<file path="config.mk">
export PLATFORM = sky130hd
export DESIGN_NAME = checksum_frame_builder
export DESIGN_NICKNAME = d
export VERILOG_FILES = /design/src/sv/cfb_pkg.sv /design/src/sv/cfb_front.sv /design/src/sv/cfb_queue.sv /design/src/sv/cfb_back.sv /design/src/sv/checksum_frame_builder.sv
export SDC_FILE = /design/constraint.sdc
export NUM_CORES = 1
export LEC_CHECK = 0
export BUFFER_PORTS_ARGS = -buffer_cell sky130_fd_sc_hd__buf_2
export CAP_MARGIN = 20
export CORE_AREA = 8 8 200 202
export DETAILED_ROUTE_END_ITERATION = 8
export DIE_AREA = 0 0 208 210
export PLACE_DENSITY = 0.61
export SETUP_SLACK_MARGIN = 0.3
export SYNTH_ARGS = -nofsm -noshare
export SYNTH_HDL_FRONTEND = slang
export SYNTH_HIERARCHICAL = 1
export SYNTH_SLANG_ARGS = --single-unit
</file>
<file path="constraint.sdc">
create_clock -name clock -period 6.4 [get_ports clock]
set_clock_uncertainty 0.1 [all_clocks]
set_input_delay 0.64 -clock clock [delete_from_list [all_inputs] [get_ports clock]]
set_output_delay 0.64 -clock clock [all_outputs]
set_load 0.01 [all_outputs]
</file>
<file path="src/sv/cfb_pkg.sv">
// ----------------------------------------------------------------------------
// cfb_pkg
// Shared types, constants and helpers for the checksum frame builder.
// ----------------------------------------------------------------------------
package cfb_pkg;

   localparam int MAX_PAYLOAD_BYTES = 8190;
   localparam int QUEUE_DEPTH = 2;

   localparam int LEN_WIDTH = 16;
   localparam int SUM_WIDTH = 16;
   localparam int CSR_ADDR_WIDTH = 3;
   localparam int CSR_DATA_WIDTH = 32;

   localparam logic [CSR_ADDR_WIDTH-3:0] REG_REMOTE_ADDRESS = '0;

   localparam logic [7:0] SYNC_BYTE = 8'h5A;
   localparam logic [7:0] ODD_FLAG = 8'h80;
   localparam logic [7:0] PAD_BYTE = 8'h00;
   localparam logic [SUM_WIDTH-1:0] SUM_AFTER_HEADER = 16'hFFFF;

   localparam int SLOT_COUNT = 10;
   localparam int SLOT_WIDTH = 4;
   localparam logic [SLOT_WIDTH-1:0] SLOT_SYNC = 4'd0;
   localparam logic [SLOT_WIDTH-1:0] SLOT_ADDR = 4'd1;
   localparam logic [SLOT_WIDTH-1:0] SLOT_SIZE_LO = 4'd2;
   localparam logic [SLOT_WIDTH-1:0] SLOT_SIZE_HI = 4'd3;
   localparam logic [SLOT_WIDTH-1:0] SLOT_HCK_HI = 4'd4;
   localparam logic [SLOT_WIDTH-1:0] SLOT_HCK_LO = 4'd5;
   localparam logic [SLOT_WIDTH-1:0] SLOT_PAYLOAD = 4'd6;
   localparam logic [SLOT_WIDTH-1:0] SLOT_PAD = 4'd7;
   localparam logic [SLOT_WIDTH-1:0] SLOT_CK_HI = 4'd8;
   localparam logic [SLOT_WIDTH-1:0] SLOT_CK_LO = 4'd9;

   typedef struct packed {
      logic [SLOT_COUNT-1:0] mask;
      logic [7:0]            addr;
      logic [7:0]            size_lo;
      logic [7:0]            size_hi;
      logic [SUM_WIDTH-1:0]  hck;
      logic [7:0]            pbyte;
      logic [SUM_WIDTH-1:0]  ck;
   } cmd_type;

   function automatic logic [SUM_WIDTH-1:0] oc_add(input logic [SUM_WIDTH-1:0] a,
                                                   input logic [SUM_WIDTH-1:0] b);
      logic [SUM_WIDTH:0] s;
      s = {1'b0, a} + {1'b0, b};
      return s[SUM_WIDTH-1:0] + {{(SUM_WIDTH-1){1'b0}}, s[SUM_WIDTH]};
   endfunction

endpackage

</file>
<file path="src/sv/cfb_front.sv">
// ----------------------------------------------------------------------------
// cfb_front
// Accepts input transactions, tracks frame position and checksums, and builds
// one emission command per transaction.
// ----------------------------------------------------------------------------
module cfb_front #(
   parameter int MAX_PAYLOAD_BYTES = cfb_pkg::MAX_PAYLOAD_BYTES
) (
   input  logic             clock,
   input  logic             reset,
   input  logic             req_valid,
   output logic             req_ready,
   input  logic [7:0]       payload_byte,
   input  logic [12:0]      frame_bytes,
   input  logic [7:0]       remote_address,
   input  logic             q_full,
   output logic             q_push,
   output cfb_pkg::cmd_type q_cmd
);

   localparam int CW = $clog2(MAX_PAYLOAD_BYTES + 1);
   localparam logic [cfb_pkg::LEN_WIDTH-1:0] MAX_LEN =
      cfb_pkg::LEN_WIDTH'(MAX_PAYLOAD_BYTES);

   logic [CW-1:0]                    rem_ff, rem_in;
   logic [cfb_pkg::SUM_WIDTH-1:0]    sum_ff, sum_in;
   logic                             odd_ff, odd_in;

   logic                             accept, first, zero, odd, last, pad;
   logic                             base_odd;
   logic [cfb_pkg::LEN_WIDTH-1:0]    len_ext, len_sat;
   logic [cfb_pkg::LEN_WIDTH:0]      len_round;
   logic [cfb_pkg::LEN_WIDTH-1:0]    size16;
   logic [7:0]                       size_lo, size_hi;
   logic [cfb_pkg::SUM_WIDTH-1:0]    hsum, base_sum, addend;

   assign req_ready = !q_full;
   assign accept = req_valid && req_ready;
   assign q_push = accept;

   always_comb begin
      first = (rem_ff == '0);
      len_ext = {{(cfb_pkg::LEN_WIDTH-13){1'b0}}, frame_bytes};
      len_sat = (len_ext > MAX_LEN) ? MAX_LEN : len_ext;
      odd = len_sat[0];
      len_round = {1'b0, len_sat} + {{cfb_pkg::LEN_WIDTH{1'b0}}, odd};
      size16 = len_round[cfb_pkg::LEN_WIDTH:1];
      size_lo = size16[7:0];
      size_hi = size16[15:8] | (odd ? cfb_pkg::ODD_FLAG : 8'h00);
      hsum = cfb_pkg::oc_add({cfb_pkg::SYNC_BYTE, remote_address}, {size_lo, size_hi});
      zero = first && (len_sat == '0);

      base_sum = first ? cfb_pkg::SUM_AFTER_HEADER : sum_ff;
      base_odd = first ? 1'b0 : odd_ff;
      addend = base_odd ? {8'h00, payload_byte} : {payload_byte, 8'h00};
      sum_in = zero ? base_sum : cfb_pkg::oc_add(base_sum, addend);
      odd_in = zero ? 1'b0 : !base_odd;

      if (first) begin
         rem_in = zero ? '0 : (len_sat[CW-1:0] - CW'(1));
      end else begin
         rem_in = rem_ff - CW'(1);
      end
      last = (rem_in == '0);
      pad = last && odd_in;

      q_cmd.mask = '0;
      q_cmd.mask[cfb_pkg::SLOT_SYNC] = first;
      q_cmd.mask[cfb_pkg::SLOT_ADDR] = first;
      q_cmd.mask[cfb_pkg::SLOT_SIZE_LO] = first;
      q_cmd.mask[cfb_pkg::SLOT_SIZE_HI] = first;
      q_cmd.mask[cfb_pkg::SLOT_HCK_HI] = first;
      q_cmd.mask[cfb_pkg::SLOT_HCK_LO] = first;
      q_cmd.mask[cfb_pkg::SLOT_PAYLOAD] = !zero;
      q_cmd.mask[cfb_pkg::SLOT_PAD] = pad;
      q_cmd.mask[cfb_pkg::SLOT_CK_HI] = last;
      q_cmd.mask[cfb_pkg::SLOT_CK_LO] = last;
      q_cmd.addr = remote_address;
      q_cmd.size_lo = size_lo;
      q_cmd.size_hi = size_hi;
      q_cmd.hck = ~hsum;
      q_cmd.pbyte = payload_byte;
      q_cmd.ck = ~sum_in;
   end

   always_ff @(posedge clock) begin
      if (reset) begin
         rem_ff <= '0;
         sum_ff <= '0;
         odd_ff <= 1'b0;
      end else if (accept) begin
         rem_ff <= rem_in;
         sum_ff <= sum_in;
         odd_ff <= odd_in;
      end
   end

endmodule

</file>
<file path="src/sv/cfb_queue.sv">
// ----------------------------------------------------------------------------
// cfb_queue
// Small command queue between the front and back parts of the frame builder.
// ----------------------------------------------------------------------------
module cfb_queue (
   input  logic             clock,
   input  logic             reset,
   input  logic             push,
   input  cfb_pkg::cmd_type push_cmd,
   output logic             full,
   input  logic             pop,
   output logic             valid,
   output cfb_pkg::cmd_type head
);

   localparam int PW = (cfb_pkg::QUEUE_DEPTH > 1) ? $clog2(cfb_pkg::QUEUE_DEPTH) : 1;
   localparam int NW = $clog2(cfb_pkg::QUEUE_DEPTH + 1);
   localparam logic [PW-1:0] LAST_PTR = PW'(cfb_pkg::QUEUE_DEPTH - 1);

   cfb_pkg::cmd_type mem_ff [cfb_pkg::QUEUE_DEPTH];
   logic [PW-1:0]    wr_ff, wr_in, rd_ff, rd_in;
   logic [NW-1:0]    count_ff, count_in;

   assign full = (count_ff == NW'(cfb_pkg::QUEUE_DEPTH));
   assign valid = (count_ff != '0);
   assign head = mem_ff[rd_ff];

   always_comb begin
      wr_in = (wr_ff == LAST_PTR) ? '0 : wr_ff + PW'(1);
      rd_in = (rd_ff == LAST_PTR) ? '0 : rd_ff + PW'(1);
      count_in = count_ff + NW'(push) - NW'(pop);
   end

   always_ff @(posedge clock) begin
      if (reset) begin
         wr_ff <= '0;
         rd_ff <= '0;
         count_ff <= '0;
      end else begin
         if (push) begin
            wr_ff <= wr_in;
         end
         if (pop) begin
            rd_ff <= rd_in;
         end
         count_ff <= count_in;
      end
   end

   always_ff @(posedge clock) begin
      if (push) begin
         mem_ff[wr_ff] <= push_cmd;
      end
   end

endmodule

</file>
<file path="src/sv/cfb_back.sv">
// ----------------------------------------------------------------------------
// cfb_back
// Walks the byte slots of the queue head and, unless the queue is empty or the
// output stalls, emits one framed byte per cycle through an output register.
// ----------------------------------------------------------------------------
module cfb_back (
   input  logic             clock,
   input  logic             reset,
   input  logic             q_valid,
   input  cfb_pkg::cmd_type q_head,
   output logic             q_pop,
   output logic             rsp_valid,
   input  logic             rsp_ready,
   output logic [7:0]       rsp_byte,
   output logic             rsp_eof,
   output logic             rsp_run_last
);

   localparam logic [cfb_pkg::SLOT_COUNT-1:0] ALL_SLOTS = '1;

   logic [cfb_pkg::SLOT_WIDTH-1:0] step_ff, step_in;
   logic                           valid_ff;
   logic [7:0]                     byte_ff;
   logic                           eof_ff, run_last_ff;

   logic [cfb_pkg::SLOT_COUNT-1:0] pending;
   logic [cfb_pkg::SLOT_WIDTH-1:0] slot;
   logic                           last, load, emit;
   logic [7:0]                     byte_in;

   assign load = !valid_ff || rsp_ready;
   assign emit = q_valid && load;
   assign q_pop = emit && last;
   assign rsp_valid = valid_ff;
   assign rsp_byte = byte_ff;
   assign rsp_eof = eof_ff;
   assign rsp_run_last = run_last_ff;

   always_comb begin
      pending = q_head.mask & (ALL_SLOTS << step_ff);
      slot = '0;
      for (int i = cfb_pkg::SLOT_COUNT - 1; i >= 0; i--) begin
         if (pending[i]) begin
            slot = cfb_pkg::SLOT_WIDTH'(i);
         end
      end
      last = ((pending & (pending - cfb_pkg::SLOT_COUNT'(1))) == '0);
      step_in = last ? '0 : slot + cfb_pkg::SLOT_WIDTH'(1);

      case (slot)
         cfb_pkg::SLOT_SYNC:    byte_in = cfb_pkg::SYNC_BYTE;
         cfb_pkg::SLOT_ADDR:    byte_in = q_head.addr;
         cfb_pkg::SLOT_SIZE_LO: byte_in = q_head.size_lo;
         cfb_pkg::SLOT_SIZE_HI: byte_in = q_head.size_hi;
         cfb_pkg::SLOT_HCK_HI:  byte_in = q_head.hck[15:8];
         cfb_pkg::SLOT_HCK_LO:  byte_in = q_head.hck[7:0];
         cfb_pkg::SLOT_PAYLOAD: byte_in = q_head.pbyte;
         cfb_pkg::SLOT_PAD:     byte_in = cfb_pkg::PAD_BYTE;
         cfb_pkg::SLOT_CK_HI:   byte_in = q_head.ck[15:8];
         cfb_pkg::SLOT_CK_LO:   byte_in = q_head.ck[7:0];
         default:               byte_in = cfb_pkg::PAD_BYTE;
      endcase
   end

   always_ff @(posedge clock) begin
      if (reset) begin
         step_ff <= '0;
         valid_ff <= 1'b0;
      end else begin
         if (emit) begin
            step_ff <= step_in;
         end
         if (load) begin
            valid_ff <= q_valid;
         end
      end
   end

   always_ff @(posedge clock) begin
      if (emit) begin
         byte_ff <= byte_in;
         eof_ff <= (slot == cfb_pkg::SLOT_CK_LO);
         run_last_ff <= last;
      end
   end

endmodule

</file>
<file path="src/sv/checksum_frame_builder.sv">
// ----------------------------------------------------------------------------
// checksum_frame_builder
// Frames a payload byte stream with a header and ones' complement checksums.
// ----------------------------------------------------------------------------
// Each input transaction carries one payload byte; the first transaction of a
// frame also carries the payload length, which saturates at MAX_PAYLOAD_BYTES.
// That transaction produces the six header bytes before its payload byte, and
// the transaction with the last payload byte adds a zero pad for odd lengths and
// the two checksum bytes. A zero length produces header and checksum only. The
// output sequencer emits one byte per cycle while the output is not stalled. A
// two-entry command queue lets input transactions keep arriving while header
// and trailer bytes drain, and the input stalls only while that queue is full.
// Output tlast marks the final checksum byte of a frame and tuser marks the
// last byte produced by each input transaction. The remote address register
// sits at byte address 0 and resets to zero.
module checksum_frame_builder #(
   parameter int MAX_PAYLOAD_BYTES = cfb_pkg::MAX_PAYLOAD_BYTES
) (
   input  logic                               clock,
   input  logic                               reset,
   input  logic                               req_tvalid,
   output logic                               req_tready,
   // [7:0] payload_byte, [20:8] frame_bytes, [23:21] zero.
   input  logic [23:0]                        req_tdata,
   output logic                               rsp_tvalid,
   input  logic                               rsp_tready,
   // [7:0] frame_byte.
   output logic [7:0]                         rsp_tdata,
   output logic                               rsp_tlast,
   // [0] last_of_run.
   output logic [0:0]                         rsp_tuser,
   input  logic                               csr_psel,
   input  logic                               csr_penable,
   input  logic                               csr_pwrite,
   input  logic [cfb_pkg::CSR_ADDR_WIDTH-1:0] csr_paddr,
   input  logic [cfb_pkg::CSR_DATA_WIDTH-1:0] csr_pwdata,
   output logic [cfb_pkg::CSR_DATA_WIDTH-1:0] csr_prdata,
   output logic                               csr_pready
);

   logic [7:0]       addr_ff;
   logic             csr_hit, csr_write;
   logic             q_push, q_full, q_pop, q_valid;
   cfb_pkg::cmd_type q_cmd, q_head;

   assign csr_pready = 1'b1;
   assign csr_hit = (csr_paddr[cfb_pkg::CSR_ADDR_WIDTH-1:2] == cfb_pkg::REG_REMOTE_ADDRESS);
   assign csr_write = csr_psel && csr_penable && csr_pwrite && csr_pready && csr_hit;
   assign csr_prdata = csr_hit ? {{(cfb_pkg::CSR_DATA_WIDTH-8){1'b0}}, addr_ff} : '0;

   always_ff @(posedge clock) begin
      if (reset) begin
         addr_ff <= '0;
      end else if (csr_write) begin
         addr_ff <= csr_pwdata[7:0];
      end
   end

   cfb_front #(
      .MAX_PAYLOAD_BYTES(MAX_PAYLOAD_BYTES)
   ) u_front (
      .clock          (clock),
      .reset          (reset),
      .req_valid      (req_tvalid),
      .req_ready      (req_tready),
      .payload_byte   (req_tdata[7:0]),
      .frame_bytes    (req_tdata[20:8]),
      .remote_address (addr_ff),
      .q_full         (q_full),
      .q_push         (q_push),
      .q_cmd          (q_cmd)
   );

   cfb_queue u_queue (
      .clock    (clock),
      .reset    (reset),
      .push     (q_push),
      .push_cmd (q_cmd),
      .full     (q_full),
      .pop      (q_pop),
      .valid    (q_valid),
      .head     (q_head)
   );

   cfb_back u_back (
      .clock        (clock),
      .reset        (reset),
      .q_valid      (q_valid),
      .q_head       (q_head),
      .q_pop        (q_pop),
      .rsp_valid    (rsp_tvalid),
      .rsp_ready    (rsp_tready),
      .rsp_byte     (rsp_tdata),
      .rsp_eof      (rsp_tlast),
      .rsp_run_last (rsp_tuser[0])
   );

`ifndef SYNTH
   a_eof_ends_run: assert property (@(posedge clock) disable iff (reset)
      rsp_tvalid && rsp_tlast |-> rsp_tuser[0])
      else $error("End of frame does not close the transaction's output run.");

   a_stall_needs_work: assert property (@(posedge clock) disable iff (reset)
      !req_tready |-> q_valid)
      else $error("Input stalled while the command queue is empty.");

   a_accept_queues: assert property (@(posedge clock) disable iff (reset)
      req_tvalid && req_tready |=> q_valid)
      else $error("Accepted transaction did not reach the command queue.");
`endif

endmodule

</file>
==> flow_summary.json, run 1 <==
{
  "netlist.top_cell.by_area": "edfxtp_1",
  "leading_register_cell_type_out_of_synthesis": "edfxtp_1",
  "ctsHtreeMaxLevel": 1,
  "rsz0062_at_grt": "no",
  "num_antenna_cells": 0,
  "normalized_max_slew_margin_pct": 29.2,
  "gp_congestion": 0.874,
  "power.ir.vdd_worst_mv": 0.304,
  "clkTransAtPathRegs_ns": 0.06,
  "floorplan.initialDensity_pct": 34.3,
  "cts-hold-fix-buffers": 0,
  "cts_root_buffer": "clkbuf_16",
  "post_drt_via_cell_ratio": 5.20,
  "max-clock-path-buffers": 3,
  "area_growth_pct": 8.57,
  "setup.worst_path.class": "reg -> reg",
  "final_cell_mix": "158 x edfxtp_1, 85 x nor2_1, 60 x mux2_4, 56 x buf_2",
  "power_density_nw_per_um2": 498,
  "wl_per_cell_um": 17.5,
  "drt_pass1_iterations": 8,
  "finalSetupTns_ns": 0,
  "crit_path_start_kind": "register",
  "design_area_sq_um": 13800,
  "num_clock_sinks": 206,
  "mostFrequentLayoutCell": "edfxtp_1",
  "dpl_hpwl_um": 20800,
  "async_reset_ff_share_pct": 0,
  "synth-warning-count": 6,
  "route.detailed.drc": 0,
  "cp.arrival_ns": 5.74,
  "synth.ff_latch_count": 206,
  "placement_stage_cell_area_sq_um": 13000,
  "worst-slew-pin-transition_ns": 1.06,
  "synthesis.instances": 1144,
  "grt_overflow_total": 0,
  "average_size_of_a_mapped_cell_sq_um": 11.1,
  "grt_pass1_wl_um": 45700,
  "ant_nets": 0,
  "min_path_type": "in -> reg",
  "fraction_of_the_cycle_the_final_worst_path_needs_pct": 87.4,
  "antenna_found_initial": 0,
  "tritoncts": "built",
  "synth.area.top_cells": "edfxtp_1 37%, dfxtp_1 7.6%, mux2_4 7.1%",
  "layout.nets": 1257,
  "synth_largest_type_area_fraction_pct": 37.4,
  "layout_min_cycle_time_ns": 5.59,
  "worst_skew_pair.late_latency_ns": 0.50,
  "timing.critical_path.to_type": "register",
  "fraction_of_final_layout_cells_sized_beyond_drive_strength_1_pct": 22.8,
  "die_h_um": 210,
  "synthDistinctLibCells": 105,
  "detailroute.via_count": 8541,
  "endpoints_failing_setup": 0,
  "critPathMaxFanout": 10,
  "synth-edff-count": 158,
  "grt_pass1_vias": 8228,
  "grt_usage_pct": 12.7,
  "reported_leakage_power_uw": 0.00520,
  "core.rowCount": 71,
  "portBuffers": 56,
  "fillers": 3618,
  "die_area_sq_um": 43700,
  "fp.dieW_um": 208,
  "grt_max_degree": 75,
  "cp_data_required_time_ns": 6.54,
  "synth_seq_area_share_pct": 45.0,
  "final_max_slew_viol_count": 0,
  "run_status": "finished clean",
  "detail_route.wirelength_um": 28800,
  "worst_reg_to_reg_setup_slack_ns": 0.81,
  "maxClockFrequency_ghz": 0.179,
  "number_of_design_rule_violations_left_by_the_first_detailed_router_iteration": 681,
  "synthesis.area_sq_um": 12700,
  "placeableCoreArea_sq_um": 37000,
  "final_hold_viol_count": 0,
  "timing.max_cap.violations": 0,
  "num_io_pins": 111,
  "tritoncts.num_buffers": 23
}
path summary, 6_finish.rpt:
path	end	from	depth (start not counted)
setup / recovery	u_queue/mem_ff[1][13]$_DFFE_PP_	u_front/rem_ff[0]$_SDFFE_PP0P_	21
hold / removal	addr_ff[2]$_SDFFE_PP0P_	csr_pwdata[2]	3
setup reg to reg	u_queue/mem_ff[1][13]$_DFFE_PP_	u_front/rem_ff[0]$_SDFFE_PP0P_	21
hold reg to reg	u_front/rem_ff[1]$_SDFFE_PP0P_	u_front/rem_ff[1]$_SDFFE_PP0P_	2
repair_timing:
item                                    CTS  global route
hold endpoints to repair                  0             0
endpoints found under the setup margin    0            11
resized for setup                         0             9
setup buffers                             0             0
final cells by class:
| cell class | count | area, sq um | area share (%) |
|---|---|---|---|
| Clock buffer | 36 | 674 | 4.89 |
| Clock inverter | 5 | 52.6 | 0.381 |
| Inverter | 37 | 139 | 1.01 |
| Multi-Input combinational cell | 817 | 6230 | 45.2 |
| Sequential cell | 206 | 5710 | 41.4 |
| Tap cell | 474 | 593 | 4.30 |
| Timing Repair Buffer | 69 | 378 | 2.74 |
synth_stat cells, types with 24 or more instances:
cell,instances
mux2_4,60
nand3_1,25
nor2_1,87
nand2b_1,27
o21ai_0,30
inv_1,37
xnor2_1,39
clkbuf_1,27
edfxtp_1,158
xor2_1,28
dfxtp_1,48
ha_1,35
a21oi_1,55
or2_2,24
nand2_1,55
buf_4,57
per-stage QoR:
step	power [uW]	instances	hold slack [ns]	utilization, %	setup WS [ns]
finish	6860	1644	0.298	37.3	0.806
global route	7320	1644	0.285	37.3	0.313
floorplan	4840	1170	0.358	-	0.510
global placement	5550	1603	0.377	35.2	0.212
detailed placement	5590	1603	0.388	35.2	0.0559
CTS	6880	1644	0.285	37.2	0.565
kinds of logic after synthesis:
logic type	count (synthesis)	synth area share, %
xor+xnor	68	4.80
compound gates	231	13.1
buf+inv	147	7.08
fa+ha+maj	39	3.92
other cells	3	0.0887
flops	206	45.0
simple gates	362	16.6
mux	88	9.46
sequential cells by signal (all words and copies together), names as in the netlist, named ones only:
| signal | flops |
|---|---|
| u_back/rsp_valid | 1 |
| u_back/rsp_byte | 8 |
| u_queue/rd_ff | 1 |
| u_back/rsp_run_last | 1 |
| u_front/odd_ff | 1 |
| u_queue/mem_ff | 148 |
| u_front/rem_ff | 13 |
| u_back/step_ff | 4 |
| addr_ff | 8 |
| u_queue/count_ff | 2 |
| u_back/rsp_eof | 1 |
| u_queue/wr_ff | 1 |
| u_front/sum_ff | 16 |
power by group:
part           internal, uW  total, uW  switching, uW
sequential             1940       2070            138
clock                   761       1270            505
combinational          1390       3520           2130
total                  4080       6860           2780
per-layer routing:
metal / share of wire [%] / GRT usage, % / up-vias / wire [um]
met5: 0 / 0 / - / 0
met2: 48 / 21.6 / 195 / 13800
met3: 4.1 / 1.60 / 23 / 1170
met4: 1.2 / 2.15 / 0 / 349
met1: 47 / 17.5 / 4156 / 13400
li1: - / - / 4167 / -
worst max-delay path, cell delays in order (launching register included):
cell and delay [ns]:
dfxtp_1 0.35, inv_1 0.07, ha_1 0.19, nor2b_2 0.24, nand3_1 0.16, or3_1 0.54, and3_1 0.25, ha_1 0.46
o21ai_0 0.23, a2111oi_1 0.43, a21oi_1 0.18, o21ai_0 0.19, o21a_1 0.18, a21o_1 0.14, a21o_1 0.18, ha_1 0.19
and3_1 0.23, o2111ai_1 0.17, nor4b_4 0.37, nand3_1 0.14, xnor2_1 0.25, nor2_1 0.09
Note: power is estimated with default switching activity, not from simulation.
==> run 2, diff against run 1 <==
--- a/config.mk
+++ b/config.mk
@@ -6,11 +6,12 @@
 export NUM_CORES = 1
 export LEC_CHECK = 0
 export BUFFER_PORTS_ARGS = -buffer_cell sky130_fd_sc_hd__buf_2
-export CAP_MARGIN = 20
+export CAP_MARGIN = 30
 export CORE_AREA = 8 8 200 202
 export DETAILED_ROUTE_END_ITERATION = 8
 export DIE_AREA = 0 0 208 210
 export PLACE_DENSITY = 0.61
+export RECOVER_POWER = 100
 export SETUP_SLACK_MARGIN = 0.3
 export SYNTH_ARGS = -nofsm -noshare
 export SYNTH_HDL_FRONTEND = slang
==> flow_summary.json, run 2 (synthesis results as in run 1) <==
{
  "ant_nets": 0,
  "normalized_max_slew_margin_pct": -50.3,
  "num_io_pins": 111,
  "layout.nets": 1261,
  "wl_per_cell_um": 17.6,
  "maxClockFrequency_ghz": 0.171,
  "floorplan.initialDensity_pct": 34.3,
  "ff_latch_area_sq_um": 5710,
  "grt_overflow_total": 0,
  "multi_input_comb_area_sq_um": 6130,
  "die_h_um": 210,
  "rsz0062_at_grt": "no",
  "design_area_sq_um": 13700,
  "core.rowCount": 71,
  "worst_reg_to_reg_setup_slack_ns": 0.57,
  "number_of_design_rule_violations_left_by_the_first_detailed_router_iteration": 693,
  "drt_pass1_iterations": 6,
  "power.ir.vdd_worst_mv": 0.311,
  "post-place-ws_ns": -0.00517,
  "post_drt_via_cell_ratio": 5.17,
  "worstHoldEndpoint": "addr_ff[2]$_SDFFE_PP0P_",
  "tritoncts.num_buffers": 23,
  "largest_register_ff_count": 148,
  "num_antenna_cells": 0,
  "area_growth_pct": 7.91,
  "fraction_of_final_layout_cells_sized_beyond_drive_strength_1_pct": 18.4,
  "grt_pass1_vias": 8159,
  "reported_leakage_power_uw": 0.00508,
  "r2r.worst_path.cells": 13,
  "portBuffers": 56,
  "critPathMaxFanout": 35,
  "ctsHtreeMaxLevel": 1,
  "grt_usage_pct": 12.7,
  "num_clock_sinks": 206,
  "fp.dieW_um": 208,
  "timing.critical_path.to_type": "register",
  "finalWorstSetupSlack_ns": 0.567,
  "fraction_of_the_cycle_the_final_worst_path_needs_pct": 91.1,
  "min_path_type": "in -> reg",
  "worst_skew_pair.late_latency_ns": 0.50,
  "antenna_found_initial": 1,
  "endpoints_failing_setup": 0,
  "fillers": 3674,
  "final_cell_mix": "158 x edfxtp_1, 87 x nor2_1, 60 x mux2_4, 56 x nand2_1, 55 x a21oi_1",
  "route.detailed.drc": 0,
  "grt_pass1_wl_um": 45600,
  "mostFrequentLayoutCell": "edfxtp_1",
  "tritoncts": "built",
  "holdCritStartpoint": "csr_pwdata[2]",
  "reg2reg_to": "u_queue/count_ff[1]$_SDFF_PP0_",
  "grt_max_degree": 54,
  "violations": "max-capacitance violations, max-slew violations",
  "timing.max_cap.violations": 4,
  "top_regs": "u_queue/mem_ff (148), u_front/sum_ff (16), u_front/rem_ff (13)",
  "min_delay_path_depth": 3,
  "cts_root_buffer": "clkbuf_16",
  "detail_route.wirelength_um": 29000,
  "worst-slew-pin-transition_ns": 2.25,
  "power_density_nw_per_um2": 499,
  "crit_path_start_kind": "register",
  "dpl_hpwl_um": 20900,
  "gp_congestion": 0.874,
  "final_max_slew_viol_count": 146,
  "cp.arrival_ns": 6.17,
  "die_area_sq_um": 43700,
  "placement_stage_cell_area_sq_um": 13000,
  "clkTransAtPathRegs_ns": 0.06,
  "placeableCoreArea_sq_um": 37000,
  "cp_data_required_time_ns": 6.74,
  "final_hold_viol_count": 0,
  "detailroute.via_count": 8527,
  "max_flop_register": "u_queue/mem_ff",
  "max-clock-path-buffers": 3,
  "setup.worst_path.class": "reg -> reg",
  "layout_min_cycle_time_ns": 5.83,
  "run_status": "finished, violations left"
}
[run 2: cell count changes in the layout (fill, tap and decap cells not counted), moves of 4 or more]
cell / before / now
and2_0: 0 / 4
buf_2: 56 / 26
buf_4: 13 / 9
clkbuf_1: 8 / 42
mux2_1: 0 / 4
mux2_2: 16 / 12
[run 2: layer usage]
metal | up-vias | global-route usage [%] | share of wire, %
met3 | 27 | 1.81 | 4.2
li1 | 4171 | - | -
met1 | 4135 | 17.4 | 47
met2 | 192 | 21.4 | 48
met5 | - | 0 | 0.045
met4 | 2 | 2.13 | 1.3
[run 2: power breakdown]
group | internal [uW] | switching [uW]
sequential | 1940 | 137
combinational | 1360 | 2120
clock | 772 | 507
total | 4070 | 2760
[run 2: through the flow]
step	hold WS (ns)	TNS, ns	total power (uW)	instances	util, %
after floorplan	0.358	0	4840	1170	-
after global placement	0.377	0	5550	1603	35.2
after detailed placement	0.385	-0.0103	5590	1604	35.3
after CTS	0.282	0	6900	1645	37.3
after global routing	0.287	0	7290	1648	37.1
final	0.298	0	6830	1648	37.1
[run 2: how the worst max path moves through the flow]
stage,start,endpoint,slack (ns)
floorplan,req_tdata[18],u_queue/mem_ff[0][39]$_DFFE_PP_,0.51
global placement,req_tdata[17],u_queue/mem_ff[0][39]$_DFFE_PP_,0.21
detailed placement,req_tdata[17],u_queue/mem_ff[1][39]$_DFFE_PP_,-0.005
CTS,req_tdata[17],u_queue/mem_ff[0][39]$_DFFE_PP_,0.49
global route,req_tdata[10],u_queue/mem_ff[0][39]$_DFFE_PP_,0.16
finish,register,u_queue/count_ff[1]$_SDFF_PP0_,0.57
[run 2: worst max-delay path: stages (launching register included)]
cell and delay, ns:
dfxtp_1 1.69, mux2_2 0.45, a21boi_0 0.18, o21ai_0 0.45
and2_0 0.54, nand2_4 0.10, o21a_1 0.18, nor4_1 1.02
and2_0 0.30, ha_1 0.25, inv_1 0.06, ha_1 0.14
xnor3_1 0.21, nor2_1 0.08
[run 2: area by class of cell]
class / instances / share of cell area (%)
tap: 474 / 4.33
timing repair buffer: 73 / 2.78
clock inverter: 6 / 0.457
multi-input combinational: 817 / 44.8
inverter: 37 / 1.01
sequential: 206 / 41.7
clock buffer: 35 / 4.97
[run 2: timing repair]
item,in CTS,in global routing
buffers inserted,0,1
resized for setup,0,8
setup endpoints to repair,0,14
hold buffers,0,0
endpoints found under the hold margin,0,0
